`src/rtl/led_matrix_gray_scanner_defines.svh`:
```
// Assertion macros shared by the scanner RTL.
// Expects clk and arst_n in the scope of each use; no other dependencies.
`ifndef LED_MATRIX_GRAY_SCANNER_DEFINES_SVH
`define LED_MATRIX_GRAY_SCANNER_DEFINES_SVH

// Consequent checked in the same cycle as the antecedent.
`define LMGS_ASSERT_SAME(label, ante, cons, msg) \
	label: assert property (@(posedge clk) disable iff (!arst_n) (ante) |-> (cons)) \
		else $error(msg);

// Consequent checked in the cycle after the antecedent.
`define LMGS_ASSERT_NEXT(label, ante, cons, msg) \
	label: assert property (@(posedge clk) disable iff (!arst_n) (ante) |=> (cons)) \
		else $error(msg);

`endif

```
`src/rtl/lmgs_pkg.sv`:
```
// Shared constants, op codes and queue entry type for the LED matrix scanner.
// No dependencies.
package lmgs_pkg;

	localparam int MATRIX_DIM = 8;
	localparam int ROW_W      = $clog2(MATRIX_DIM);
	localparam int CELLS      = MATRIX_DIM * MATRIX_DIM;
	localparam int MEM_ROWS   = 2 ** (ROW_W + 1);
	localparam int ROW_BITS   = MATRIX_DIM * 8;

	localparam int CMD_W      = 2;
	localparam int IDX_W      = 6;
	localparam int LVL_W      = 8;
	localparam int ROWIDX_W   = 4;
	localparam int COL_W      = 8;
	localparam int CMP_W      = 9;

	localparam int QDEPTH     = 4;
	localparam int QPTR_W     = $clog2(QDEPTH);
	localparam int QCNT_W     = $clog2(QDEPTH + 1);

	localparam logic [7:0] DIV_RESET = 8'h1D;
	localparam logic [7:0] LVL_RESET = 8'h04;

	// input commands
	localparam logic [CMD_W-1:0] CMD_WRITE = 2'd0;
	localparam logic [CMD_W-1:0] CMD_SWAP  = 2'd1;
	localparam logic [CMD_W-1:0] CMD_TICK  = 2'd2;

	// queued operations
	localparam logic [1:0] OP_WRITE   = 2'd0;
	localparam logic [1:0] OP_SWAP    = 2'd1;
	localparam logic [1:0] OP_REFRESH = 2'd2;

	// register word indexes
	localparam logic REG_DIVIDER = 1'b0;
	localparam logic REG_LEVELS  = 1'b1;

	typedef struct packed {
		logic [1:0]       op;
		logic [ROW_W-1:0] row;
		logic [ROW_W-1:0] col;
		logic [LVL_W-1:0] level;  // pixel level, or pass for a refresh
	} op_t;

	// row of a pixel index: count of row boundaries at or below it
	function automatic logic [ROW_W-1:0] pix_row(input logic [IDX_W-1:0] idx);
		logic [ROW_W-1:0] r;
		r = '0;
		for (int k = 1; k < MATRIX_DIM; k++) begin
			if (CMP_W'(idx) >= CMP_W'(k * MATRIX_DIM))
				r = r + ROW_W'(1);
		end
		return r;
	endfunction

	function automatic logic [ROW_W-1:0] pix_col(input logic [IDX_W-1:0] idx,
			input logic [ROW_W-1:0] row);
		logic [CMP_W-1:0] base;
		base = CMP_W'(row) * CMP_W'(MATRIX_DIM);
		return ROW_W'(CMP_W'(idx) - base);
	endfunction

endpackage

```
`src/rtl/lmgs_front.sv`:
```
// Front end: takes input transactions, runs the tick prescaler and PWM pass,
// and queues write, swap and refresh ops. Depends on lmgs_pkg.
module lmgs_front (
	input  logic                          clk,
	input  logic                          arst_n,
	input  logic                          in_valid,
	output logic                          in_ready,
	input  logic [lmgs_pkg::CMD_W-1:0]    command,
	input  logic [lmgs_pkg::IDX_W-1:0]    pixel_index,
	input  logic [lmgs_pkg::LVL_W-1:0]    pixel_level,
	input  logic [7:0]                    tick_divider,
	input  logic [7:0]                    level_count,
	input  logic                          q_full,
	output logic                          q_push,
	output lmgs_pkg::op_t                 q_din
);

	logic [7:0]                   tick_q;
	logic [7:0]                   pass_q;
	logic [7:0]                   tick_nxt;
	logic [7:0]                   pass_nxt;
	logic                         take;
	logic                         fire;
	logic                         idx_ok;
	logic [lmgs_pkg::ROW_W-1:0]   row;

	assign in_ready = !q_full;
	assign take     = in_valid && in_ready;
	assign tick_nxt = tick_q + 8'd1;
	assign fire     = take && (command == lmgs_pkg::CMD_TICK) && (tick_nxt == tick_divider);
	assign pass_nxt = (pass_q >= level_count) ? 8'd1 : pass_q + 8'd1;
	assign idx_ok   = lmgs_pkg::CMP_W'(pixel_index) < lmgs_pkg::CMP_W'(lmgs_pkg::CELLS);
	assign row      = lmgs_pkg::pix_row(pixel_index);

	always_comb begin
		q_push      = 1'b0;
		q_din.op    = lmgs_pkg::OP_WRITE;
		q_din.row   = row;
		q_din.col   = lmgs_pkg::pix_col(pixel_index, row);
		q_din.level = pixel_level;
		case (command)
			lmgs_pkg::CMD_WRITE: begin
				q_push = take && idx_ok;
			end
			lmgs_pkg::CMD_SWAP: begin
				q_push   = take;
				q_din.op = lmgs_pkg::OP_SWAP;
			end
			lmgs_pkg::CMD_TICK: begin
				q_push      = fire;
				q_din.op    = lmgs_pkg::OP_REFRESH;
				q_din.level = pass_nxt;
			end
			default: begin
				q_push = 1'b0;
			end
		endcase
	end

	always_ff @(posedge clk or negedge arst_n) begin
		if (!arst_n) begin
			tick_q <= '0;
			pass_q <= '0;
		end else if (take && command == lmgs_pkg::CMD_TICK) begin
			tick_q <= fire ? 8'd0 : tick_nxt;
			if (fire)
				pass_q <= pass_nxt;
		end
	end

`include "led_matrix_gray_scanner_defines.svh"

	`LMGS_ASSERT_NEXT(a_tick_clears, fire, tick_q == 8'd0, "prescaler not cleared after refresh")
	`LMGS_ASSERT_SAME(a_pass_nonzero, q_push && q_din.op == lmgs_pkg::OP_REFRESH, q_din.level != 8'd0, "refresh queued with pass zero")

endmodule

```
`src/rtl/lmgs_queue.sv`:
```
// Short op queue between the front end and the row engine.
// Depends on lmgs_pkg.
module lmgs_queue (
	input  logic           clk,
	input  logic           arst_n,
	input  logic           push,
	input  lmgs_pkg::op_t  din,
	output logic           full,
	input  logic           pop,
	output lmgs_pkg::op_t  dout,
	output logic           empty
);

	lmgs_pkg::op_t                 ent_q [lmgs_pkg::QDEPTH];
	logic [lmgs_pkg::QPTR_W-1:0]   wr_q;
	logic [lmgs_pkg::QPTR_W-1:0]   rd_q;
	logic [lmgs_pkg::QCNT_W-1:0]   count_q;

	assign full  = count_q == lmgs_pkg::QCNT_W'(lmgs_pkg::QDEPTH);
	assign empty = count_q == '0;
	assign dout  = ent_q[rd_q];

	always_ff @(posedge clk) begin
		if (push)
			ent_q[wr_q] <= din;
	end

	always_ff @(posedge clk or negedge arst_n) begin
		if (!arst_n) begin
			wr_q    <= '0;
			rd_q    <= '0;
			count_q <= '0;
		end else begin
			if (push)
				wr_q <= wr_q + lmgs_pkg::QPTR_W'(1);
			if (pop)
				rd_q <= rd_q + lmgs_pkg::QPTR_W'(1);
			case ({push, pop})
				2'b10:   count_q <= count_q + lmgs_pkg::QCNT_W'(1);
				2'b01:   count_q <= count_q - lmgs_pkg::QCNT_W'(1);
				default: count_q <= count_q;
			endcase
		end
	end

`include "led_matrix_gray_scanner_defines.svh"

	`LMGS_ASSERT_SAME(a_no_pop_empty, pop, !empty, "pop from empty queue")
	`LMGS_ASSERT_SAME(a_no_push_full, push, !full, "push into full queue")

endmodule

```
`src/rtl/lmgs_back.sv`:
```
// Row engine: executes queued ops on the double-buffered pixel store and
// emits row transactions through an output register. Depends on lmgs_pkg.
module lmgs_back (
	input  logic                             clk,
	input  logic                             arst_n,
	input  logic                             q_empty,
	input  lmgs_pkg::op_t                    q_dout,
	output logic                             q_pop,
	output logic                             out_valid,
	input  logic                             out_ready,
	output logic [lmgs_pkg::ROWIDX_W-1:0]    row_index,
	output logic [lmgs_pkg::COL_W-1:0]       column_bits,
	output logic                             row_start,
	output logic                             last
);

	localparam logic [1:0] ST_IDLE  = 2'd0;
	localparam logic [1:0] ST_ROWS  = 2'd1;
	localparam logic [1:0] ST_BLANK = 2'd2;
	localparam int         AW       = lmgs_pkg::ROW_W + 1;
	localparam int         DIM      = lmgs_pkg::MATRIX_DIM;

	logic [lmgs_pkg::ROW_BITS-1:0]  mem_q [lmgs_pkg::MEM_ROWS];
	logic [DIM-1:0]                 vld_q [lmgs_pkg::MEM_ROWS];
	logic [lmgs_pkg::ROW_BITS-1:0]  rd_q;
	logic [DIM-1:0]                 rd_vld_q;

	logic [1:0]                     state_q;
	logic                           sel_q;
	logic [lmgs_pkg::ROW_W-1:0]     row_q;
	logic [lmgs_pkg::LVL_W-1:0]     pass_q;

	logic                           out_valid_q;
	logic [lmgs_pkg::ROWIDX_W-1:0]  out_row_q;
	logic [lmgs_pkg::COL_W-1:0]     out_col_q;
	logic                           out_start_q;
	logic                           out_last_q;

	logic                           load_ok;
	logic                           emit_row;
	logic                           emit_blank;
	logic                           do_write;
	logic [AW-1:0]                  rd_addr;
	logic [AW-1:0]                  wr_addr;
	logic [DIM-1:0]                 cols;

	assign load_ok    = !out_valid_q || out_ready;
	assign q_pop      = (state_q == ST_IDLE) && !q_empty;
	assign do_write   = q_pop && q_dout.op == lmgs_pkg::OP_WRITE;
	assign emit_row   = (state_q == ST_ROWS) && load_ok;
	assign emit_blank = (state_q == ST_BLANK) && load_ok;
	assign wr_addr    = {!sel_q, q_dout.row};

	// next row to show; read data lands with the row counter
	always_comb begin
		rd_addr = {sel_q, row_q};
		if (state_q == ST_IDLE)
			rd_addr = {sel_q, lmgs_pkg::ROW_W'(DIM - 1)};
		else if (emit_row)
			rd_addr = {sel_q, row_q - lmgs_pkg::ROW_W'(1)};
	end

	// active low: a lit pixel clears its bit, column 0 in the top bit
	always_comb begin
		cols = '1;
		for (int c = 0; c < DIM; c++) begin
			if (rd_vld_q[c] && rd_q[c*8 +: 8] >= pass_q)
				cols[DIM-1-c] = 1'b0;
		end
	end

	always_ff @(posedge clk) begin
		if (do_write)
			mem_q[wr_addr][q_dout.col*8 +: 8] <= q_dout.level;
		rd_q     <= mem_q[rd_addr];
		rd_vld_q <= vld_q[rd_addr];
	end

	always_ff @(posedge clk or negedge arst_n) begin
		if (!arst_n) begin
			for (int i = 0; i < lmgs_pkg::MEM_ROWS; i++)
				vld_q[i] <= '0;
		end else if (do_write) begin
			vld_q[wr_addr][q_dout.col] <= 1'b1;
		end
	end

	always_ff @(posedge clk or negedge arst_n) begin
		if (!arst_n) begin
			state_q <= ST_IDLE;
			sel_q   <= 1'b0;
			row_q   <= '0;
			pass_q  <= '0;
		end else begin
			case (state_q)
				ST_IDLE: begin
					if (q_pop) begin
						case (q_dout.op)
							lmgs_pkg::OP_SWAP: begin
								sel_q <= !sel_q;
							end
							lmgs_pkg::OP_REFRESH: begin
								pass_q  <= q_dout.level;
								row_q   <= lmgs_pkg::ROW_W'(DIM - 1);
								state_q <= ST_ROWS;
							end
							default: begin
								state_q <= ST_IDLE;
							end
						endcase
					end
				end
				ST_ROWS: begin
					if (emit_row) begin
						row_q <= row_q - lmgs_pkg::ROW_W'(1);
						if (row_q == '0)
							state_q <= ST_BLANK;
					end
				end
				ST_BLANK: begin
					if (emit_blank)
						state_q <= ST_IDLE;
				end
				default: begin
					state_q <= ST_IDLE;
				end
			endcase
		end
	end

	always_ff @(posedge clk or negedge arst_n) begin
		if (!arst_n)
			out_valid_q <= 1'b0;
		else if (load_ok)
			out_valid_q <= emit_row || emit_blank;
	end

	always_ff @(posedge clk) begin
		if (emit_row) begin
			out_row_q   <= lmgs_pkg::ROWIDX_W'(row_q);
			out_col_q   <= lmgs_pkg::COL_W'(cols);
			out_start_q <= row_q == lmgs_pkg::ROW_W'(DIM - 1);
			out_last_q  <= 1'b0;
		end else if (emit_blank) begin
			out_row_q   <= lmgs_pkg::ROWIDX_W'(DIM);
			out_col_q   <= '1;
			out_start_q <= 1'b0;
			out_last_q  <= 1'b1;
		end
	end

	assign out_valid   = out_valid_q;
	assign row_index   = out_row_q;
	assign column_bits = out_col_q;
	assign row_start   = out_start_q;
	assign last        = out_last_q;

`include "led_matrix_gray_scanner_defines.svh"

	`LMGS_ASSERT_SAME(a_blank_row, out_valid_q && out_last_q, out_row_q == lmgs_pkg::ROWIDX_W'(DIM), "blank transaction with wrong row")
	`LMGS_ASSERT_NEXT(a_refresh_starts, q_pop && q_dout.op == lmgs_pkg::OP_REFRESH, state_q == ST_ROWS, "refresh op did not start a run")

endmodule

```
`src/rtl/led_matrix_gray_scanner.sv`:
```
// Top level of the double-buffered 8x8 grayscale LED matrix scanner.
// Holds the APB registers; uses lmgs_pkg, lmgs_front, lmgs_queue, lmgs_back.
//
//  channel  | direction | handshake                  | contents
//  ---------+-----------+----------------------------+------------------------------
//  s_axis   | in        | s_axis_tvalid/tready       | command, pixel_index, level
//  m_axis   | out       | m_axis_tvalid/tready       | row_index, column_bits, start, last
//  apb      | in        | psel/penable/pwrite/pready | tick_divider, level_count
//
// The front end takes one input transaction a cycle while the 4-entry op queue has room.
// The row engine completes each write or swap op as it dequeues it; a refresh op is dequeued,
// then yields nine output transactions at one a cycle while the output register drains.
// The single row engine takes no new op until a refresh is done; its memory reads one row
// per cycle. Stalls on m_axis back up into the queue, then into s_axis.
// Reset clears control state at once; per-pixel valid bits make the store read as zero,
// so no clearing pass is needed and input is taken from the first cycle after reset.
module led_matrix_gray_scanner (
	input  logic        clk,
	input  logic        arst_n,

	input  logic        s_axis_tvalid,
	output logic        s_axis_tready,
	input  logic [15:0] s_axis_tdata,   // [5:0] pixel_index, [13:6] pixel_level, [15:14] zero
	input  logic [1:0]  s_axis_tuser,   // [1:0] command

	output logic        m_axis_tvalid,
	input  logic        m_axis_tready,
	output logic [15:0] m_axis_tdata,   // [3:0] row_index, [11:4] column_bits, [15:12] zero
	output logic [0:0]  m_axis_tuser,   // [0] row_start
	output logic        m_axis_tlast,   // last

	input  logic        psel,
	input  logic        penable,
	input  logic        pwrite,
	input  logic [2:0]  paddr,
	input  logic [31:0] pwdata,
	output logic [31:0] prdata,
	output logic        pready
);

	logic [7:0]                           div_q;
	logic [7:0]                           lvl_q;
	logic                                 cfg_wr;

	logic                                 q_full;
	logic                                 q_empty;
	logic                                 q_push;
	logic                                 q_pop;
	lmgs_pkg::op_t                        q_din;
	lmgs_pkg::op_t                        q_dout;

	logic [lmgs_pkg::ROWIDX_W-1:0]        row_index;
	logic [lmgs_pkg::COL_W-1:0]           column_bits;
	logic                                 row_start;

	// register file: word address, low address bits ignored
	assign pready = 1'b1;
	assign cfg_wr = psel && penable && pwrite && pready;

	always_ff @(posedge clk or negedge arst_n) begin
		if (!arst_n) begin
			div_q <= lmgs_pkg::DIV_RESET;
			lvl_q <= lmgs_pkg::LVL_RESET;
		end else if (cfg_wr) begin
			case (paddr[2])
				lmgs_pkg::REG_DIVIDER: div_q <= pwdata[7:0];
				lmgs_pkg::REG_LEVELS:  lvl_q <= pwdata[7:0];
				default:               div_q <= div_q;
			endcase
		end
	end

	always_comb begin
		case (paddr[2])
			lmgs_pkg::REG_DIVIDER: prdata = {24'd0, div_q};
			lmgs_pkg::REG_LEVELS:  prdata = {24'd0, lvl_q};
			default:               prdata = '0;
		endcase
	end

	lmgs_front u_front (
		.clk          (clk),
		.arst_n       (arst_n),
		.in_valid     (s_axis_tvalid),
		.in_ready     (s_axis_tready),
		.command      (s_axis_tuser),
		.pixel_index  (s_axis_tdata[5:0]),
		.pixel_level  (s_axis_tdata[13:6]),
		.tick_divider (div_q),
		.level_count  (lvl_q),
		.q_full       (q_full),
		.q_push       (q_push),
		.q_din        (q_din)
	);

	lmgs_queue u_queue (
		.clk    (clk),
		.arst_n (arst_n),
		.push   (q_push),
		.din    (q_din),
		.full   (q_full),
		.pop    (q_pop),
		.dout   (q_dout),
		.empty  (q_empty)
	);

	lmgs_back u_back (
		.clk         (clk),
		.arst_n      (arst_n),
		.q_empty     (q_empty),
		.q_dout      (q_dout),
		.q_pop       (q_pop),
		.out_valid   (m_axis_tvalid),
		.out_ready   (m_axis_tready),
		.row_index   (row_index),
		.column_bits (column_bits),
		.row_start   (row_start),
		.last        (m_axis_tlast)
	);

	assign m_axis_tdata    = {4'd0, column_bits, row_index};
	assign m_axis_tuser[0] = row_start;

endmodule
```
`config.mk`:
```
export PLATFORM = sky130hd
export DESIGN_NAME = led_matrix_gray_scanner
export DESIGN_NICKNAME = d
export VERILOG_FILES = /design/src/rtl/lmgs_pkg.sv /design/src/rtl/lmgs_front.sv /design/src/rtl/lmgs_queue.sv /design/src/rtl/lmgs_back.sv /design/src/rtl/led_matrix_gray_scanner.sv
export VERILOG_INCLUDE_DIRS = /design/src /design/src/rtl
export SDC_FILE = /design/constraint.sdc
export NUM_CORES = 2
export LEC_CHECK = 0
export BUFFER_PORTS_ARGS = -buffer_cell sky130_fd_sc_hd__clkbuf_2
export CAP_MARGIN = 20
export CORE_MARGIN = 1
export CORE_UTILIZATION = 59
export CTS_BUF_LIST = sky130_fd_sc_hd__clkbuf_8
export CTS_CLUSTER_SIZE = 8
export DETAILED_ROUTE_END_ITERATION = 10
export GPL_ROUTABILITY_DRIVEN = 0
export MAX_ROUTING_LAYER = met4
export PLACE_DENSITY = 0.79
export SYNTH_ARGS = -nofsm -noshare
export SYNTH_HDL_FRONTEND = slang
export SYNTH_SLANG_ARGS = --single-unit
export TNS_END_PERCENT = 30
```
`constraint.sdc`:
```
create_clock -name clk -period 3.7 [get_ports clk]
set_clock_uncertainty 0.1 [all_clocks]
set_input_delay 0.185 -clock clk [delete_from_list [all_inputs] [get_ports clk]]
set_output_delay 0.185 -clock clk [all_outputs]
set_load 0.1 [all_outputs]
```
; ---- After elaboration in Yosys (flattened, before gate mapping)
; Memory sizes are Yosys's and may differ from the RTL's. A register that Yosys moved wholly into a read port is not among the register bits.
; Cells that the tools add are included.
; W data, S select, Z words.
[op_classes]
n_addsub = 15
n_lt_le_gt_ge = 21
n_eq_ne = 17
n_shift = 2
mux = 51
bitwise = 4
reduce_logical = 41
[ops]
columns = operator, count
row1 = $or A128 B128 Y128, 1
row2 = $ge A8 B8 Y1, 9
row3 = $mux W64, 1
row4 = $mux W8, 8
row5 = $pmux W32 S2, 1
row6 = $shift A8 B34 Y64 const A, 1
row7 = $shiftx A8 B34 Y64, 1
row8 = $mux W3, 13
row9 = $neg A6 Y34, 1
row10 = $bmux W8 S4, 1
row11 = $demux W8 S4, 1
row12 = $ge A6 B6 Y1 const B, 4
row13 = $logic_and A1 B1 Y1, 19
row14 = $add A3 B1 Y3 const B, 6
row15 = $add A8 B1 Y8 const B, 2
row16 = $mux W1, 15
row17 = $ge A6 B5 Y1 const B, 2
row18 = $pmux W3 S2, 2
row19 = $ge A5 B5 Y1 const B, 2
row20 = $not A4 Y5, 2
row21 = $sub A3 B1 Y3 const B, 3
row22 = $eq A2 B1 Y1 const B, 4
row23 = $eq A2 B2 Y1 const B, 4
row24 = $eq A8 B8 Y1, 1
row25 = other kinds (25), 47
[totals]
ff_bits = 203
ram_bits = 1088
inputBits = 60
word_cells = 186
mem_count = 2
[mem_list]
columns = name, words, width, rd, rd_ports_with_merged_regs, write_ports, line
row1 = u_back.mem_q, 16, 64, 1, 1, 1, lmgs_back.sv:23  ; logic [lmgs_pkg::ROW_BITS-1:0] mem_q [lmgs_pkg::MEM_ROWS];
row2 = u_queue.ent_q, 4, 16, 1, 0, 1, lmgs_queue.sv:14  ; lmgs_pkg::op_t ent_q [lmgs_pkg::QDEPTH];

; ---- Depth between registers and ports, before layout
[depth]
ltp_word = 14
mapped_depth = 18

; ---- By module
; A second synthesis with hierarchy kept.
[unflattened]
cells_unflattened = 3756
hier_area_um2 = 55072.8
[modules_own_cells]
columns = module, n_inst, cells_each, area_each_um2, seq_area_each_um2
row1 = lmgs_back, 1, 3322, 49480.0, 36149.7
row2 = lmgs_queue, 1, 121, 2747.6, 2097.0
row3 = lmgs_front, 1, 239, 1886.8, 400.4
row4 = led_matrix_gray_scanner, 1, 74, 958.4, 406.6

; ---- Least setup slack after synthesis
; Ideal clock, no wire load.
[synth_timing]
path_type = register to register
from = reg u_queue.count_q[2] (netlist name)
to = mem u_queue.ent_q[0][0] (netlist name), enable pin
setup_time_ps = 390
arrival_time_ps = 3157
slack_ps = 53
path_stages_with_launch = 7
n_path_buf = 0
cell_sequence = dfrtp_1 or3b_2 nand3_1 a2111o_1 a2111oi_4 a31oi_4 nor2b_1
[synth_between]
elab_chain_cells = 8
[synth_lines]
columns = element, line
row1 = from (decl), lmgs_queue.sv:17  ; logic [lmgs_pkg::QCNT_W-1:0] count_q;
row2 = from (signal assigned), lmgs_queue.sv:39  ; 2'b10: count_q <= count_q + lmgs_pkg::QCNT_W'(1);
row3 = from (signal assigned), lmgs_queue.sv:40  ; 2'b01: count_q <= count_q - lmgs_pkg::QCNT_W'(1);
row4 = from (signal assigned), lmgs_queue.sv:41  ; default: count_q <= count_q;
row5 = $eq A3 B3 Y1 *, lmgs_queue.sv:19  ; assign full = count_q == lmgs_pkg::QCNT_W'(lmgs_pkg::QDEPTH);
row6 = $logic_not A1 Y1 *, lmgs_front.sv:27  ; assign in_ready = !q_full;
row7 = net s_axis_tready, led_matrix_gray_scanner.sv:22  ; output logic s_axis_tready,
row8 = $logic_and A1 B1 Y1 *, lmgs_front.sv:28  ; assign take = in_valid && in_ready;
row9 = $logic_and A1 B1 Y1 (2 in series), lmgs_front.sv:30  ; assign fire = take && (command == lmgs_pkg::CMD_TICK) && (tick_nxt == tick_divider);
row10 = $pmux W1 S2 *, lmgs_front.sv:41  ; case (command)
row11 = $mux W1 *, lmgs_queue.sv:24  ; if (push)
row12 = $mux W1 (implied by the code) *, lmgs_queue.sv:25  ; ent_q[wr_q] <= din;
row13 = to (decl), lmgs_queue.sv:14
; The timed path passes the listed nets; every way through them passes the cells marked *.

; ---- Worst setup path after layout
[layout_timing]
from = reg u_queue.rd_q[0] (netlist name)
to = mem u_back.mem_q[4][44] (netlist name), enable pin
[layout_between]
elab_chain_cells = 5
word_cells_on_any_way = 7
classes_between = add/sub: 1 / shift: 1 / mux: 2 / reduce/logical: 2 / memory: 1
[layout_lines]
columns = element, line
row1 = from (decl), lmgs_queue.sv:16  ; logic [lmgs_pkg::QPTR_W-1:0] rd_q;
row2 = from (signal assigned), lmgs_queue.sv:37  ; rd_q <= rd_q + lmgs_pkg::QPTR_W'(1);
row3 = $mem_v2 Z4 W16 *, -
row4 = "parallel branches: the longest is 4 deep, another holds $neg A6 Y34", -
row5 = to (decl), lmgs_back.sv:23
; Mark *: on every way between the ends.

==> impl_metrics.csv <==
group,metric,value,unit
finish,final_cell_area,61600,um2
clocking,cts_made_buffers,204,
setup_path,arrival,4.06,ns
finish,num-nets-final,3568,
global_route,grt_usage,28.21,%
setup_path,path_class,"flop to flop",
hold_path,hp-class,"primary input to flop",
setup_path,crit_path_start_kind,"flop",
sta,hold-worst-slack,0.1187,ns
synth,synth.cell_area,53980,um2
route,wl,124200,um
route,vias,29570,
synth,synthFlopType,"edfxtp_1",
clocking,path_clk_slew,0.06,ns
run_status,status,"finished clean",
synth,ys_ff_latch,1355,
power_and_ir_drop,p_leak,23.66,nW
route,firstDrtPassIters,5,
global_route,grt_pass1_wl,187800,um
placed_design,portBuffers,55,
job,cap_violations,0,
synth,synth-edff-count,1100,
floorplanning,core-area,90290,um2
hold_path,whs_path_depth,4,
sta,worstMarginPinSlew,1.015,ns
floorplanning,die_y,304.5,um
global_route,grt_pass1_vias,30870,
route,vias_per_cell,6.209,
sta,finalMaxSlewViolations,0,
floorplanning,start_util,59.79,%
synth,seq_area_frac_synth,72.35,%
sta,final-setup-viol-count,0,
clocking,h-tree-depth,4,
setup_path,crit_fanout,16,
setup_path,cp_cell_sequence,"mux4_2, inv_1, ha_1, ha_1, nor3_1, nand2_1, nor2_1, buf_4",
clocking,clock_path_buffers,3,
global_route,grt_antenna_before_repair,5,
global_route,grt_start_max_net_pins,96,
finish,fillers,5552,
synth,ys_warn_count,0,
synth,synthArstFlopShare,13.43,%
setup_path,end_kind,"flop",
sta,fin_crit,3.603,ns
route,drt_iter0_drc,3032,
finish,drive_above_1_share,26.19,%
power_and_ir_drop,power,47.91,mW
clocking,root_buffer,"clkbuf_8",
synth,syn_inst,2979,
floorplanning,die_w,304.5,um
finish,areaGrowthSynthToFinish,14.11,%
synth,synth_cell_type_count,65,
setup_path,slowest_stage,"mux4_2",
sta,rsz0062_at_grt,"true",
placed_design,dp_hpwl,78690,um
setup_path,required,4.16,ns
global_route,globalRouteOverflowTotal,0,
finish,seqCellArea,39050,um2
route,drcViolationCount,0,
setup_path,cpMostUsedCell,"ha_1",
clocking,clock_latency,0.89,ns
sta,fmax,277.6,MHz
power_and_ir_drop,peakVddDrop,0.9245,mV
floorplanning,die-area,92710,um2
floorplanning,ioPinCount,113,
route,final_antenna_net_count,0,
clocking,cts_sinks,1355,
power_and_ir_drop,powerDensity,777.8,nW/um2
setup_path,worst-r2r-cell-count,8,
sta,finalHoldViolations,0,
placed_design,place_area,57230,um2
finish,multiInputGateArea,13980,um2
floorplanning,rows,110,
setup_path,slowest_delay,0.58,ns
sta,max-slew-margin-rel,32.10,%
synth,synth_area_per_cell,18.12,um2
clocking,cts_tree,"built",
sta,min_period_over_period,97.37,%
route,wire_per_inst,26.09,um
-- cell usage after synthesis, types with 9 or more instances --
cell type  number  area (um2)
nand2b_1       16       100.1
nor4_1         17       106.4
dfxtp_1        73        1461
buf_2          64       320.3
a21o_1         80       600.6
mux4_2        293        6599
buf_4          35       262.8
a21oi_1        18       90.09
edfxtp_1     1100       33030
o21ai_1        14       70.07
clkbuf_1       81       304.0
o21bai_1       65       488.0
o21a_1         12       90.09
a22oi_1       142        1066
nor2_1        233       874.6
dfrtp_1       177        4429
nor2b_1        18       112.6
ha_1           92        1151
o21ai_0        37       185.2
mux2i_1        21       210.2
nor3_1         23       115.1
inv_1          50       187.7
xnor2_1        16       140.1
nand2_1       144       540.5
a22o_1          9       78.83
or2_1          11       68.82
mux2_2         40       450.4
nand3_1        15       75.07
-- worst max-delay path: cells and delay by family (launching register included) --
| kind | cells | cell delay (ns) |
|---|---|---|
| AND/OR/NAND/NOR | 3 | 1.19 |
| multiplexers | 1 | 0.58 |
| flip-flops | 1 | 0.57 |
| adder cells (fa/ha/maj) | 2 | 0.47 |
| buffers and inverters | 2 | 0.36 |
-- cell type report --
type / count / share of cell area [%]
antenna: 4 / 0.01625
clock buffer: 221 / 4.938
clock inverter: 152 / 1.200
inverter: 51 / 0.3108
multi-input combinational: 1416 / 22.70
sequential: 1355 / 63.40
tap: 1176 / 2.389
timing repair buffer: 387 / 5.044
-- final timing paths --
path / start / endpoint / slack, ns
max: u_queue.rd_q[0] / u_back.mem_q[4][44] / 0.1
min: s_axis_tdata[6] / u_queue.ent_q[0][0] / 0.12
max reg2reg: u_queue.rd_q[0] / u_back.mem_q[4][44] / 0.1
min reg2reg: u_back.vld_q[20] / u_back.vld_q[20] / 0.35
max in group asynchronous: arst_n / u_back.vld_q[12] / 2.66
min in group asynchronous: arst_n / lvl_q[1] / 0.39
-- state kept, by name, indices dropped and copies added (netlist names), 3 cells and up --
signal and count:
u_back.pass_q 8, u_back.rd_q 64, u_back.row_q 3, div_q 8, u_front.pass_q 8, u_queue.ent_q 64
u_queue.count_q 3, u_back.column_bits 8, u_front.tick_q 8, u_back.vld_q 128, u_back.row_index 3, u_back.mem_q 1024
lvl_q 8, u_back.rd_vld_q 8
-- power breakdown --
part | switching [mW] | total (mW) | internal [mW] | leakage (nW)
Clock | 5.58 | 11.2 | 5.64 | 2.37
Sequential | 0.754 | 19.9 | 19.1 | 13.7
Combinational | 10.3 | 16.8 | 6.55 | 7.60
-- through the flow --
step | util [%] | cells | worst slack, ns | TNS [ns]
floorplan | - | 3006 | 0.05274 | 0
global placement | 63.39 | 4330 | 0.1347 | 0
detailed placement | 63.39 | 4330 | 0.1786 | 0
CTS | 68.18 | 4756 | 0.1259 | 0
global route | 68.22 | 4762 | -0.1458 | -9.591
finish | 68.22 | 4762 | 0.09741 | 0
-- kinds of logic (layout without fill, tap and decap cells) --
logic type               count (synthesis)  in the layout  synth area share [%]
flip-flops                            1355           1355                 72.35
multiplexers                           355            355                 13.48
other                                    2             33               0.01391
AO/OA/AOI/OAI                          400            400                 5.375
buffers and inverters                  235            811                 2.040
XOR/XNOR                                23             23                0.3732
AND/OR/NAND/NOR                        516            516                 4.202
adder cells (fa/ha/maj)                 93             93                 2.170
-- repair_timing --
item,in CTS,in global routing
endpoints found under the hold margin,293,0
resized for setup,0,2
setup buffers,0,0
endpoints found under the setup margin,0,187
hold buffers,53,0
-- metal layers --
layer / track usage (%) / wire (um) / up-vias
met1: 36.53 / 47620 / 15170
met4: 12.14 / 4876 / 0
li1: - / - / 12610
met3: 5.591 / 10810 / 306
met2: 44.05 / 60940 / 1483
met5: - / 0 / -
-- cell usage in the layout, fill, tap and decap left out, types with 80 or more instances in the layout --
cell type	netlist	layout
mux4_2	293	293
nand2_1	144	144
clkbuf_8	0	221
edfxtp_1	1100	1100
nor2_1	233	227
dfrtp_1	177	177
inv_1	50	175
a22oi_1	142	142
a21o_1	80	80
ha_1	92	92
buf_4	35	264
(Power assumes the default switching activity.)
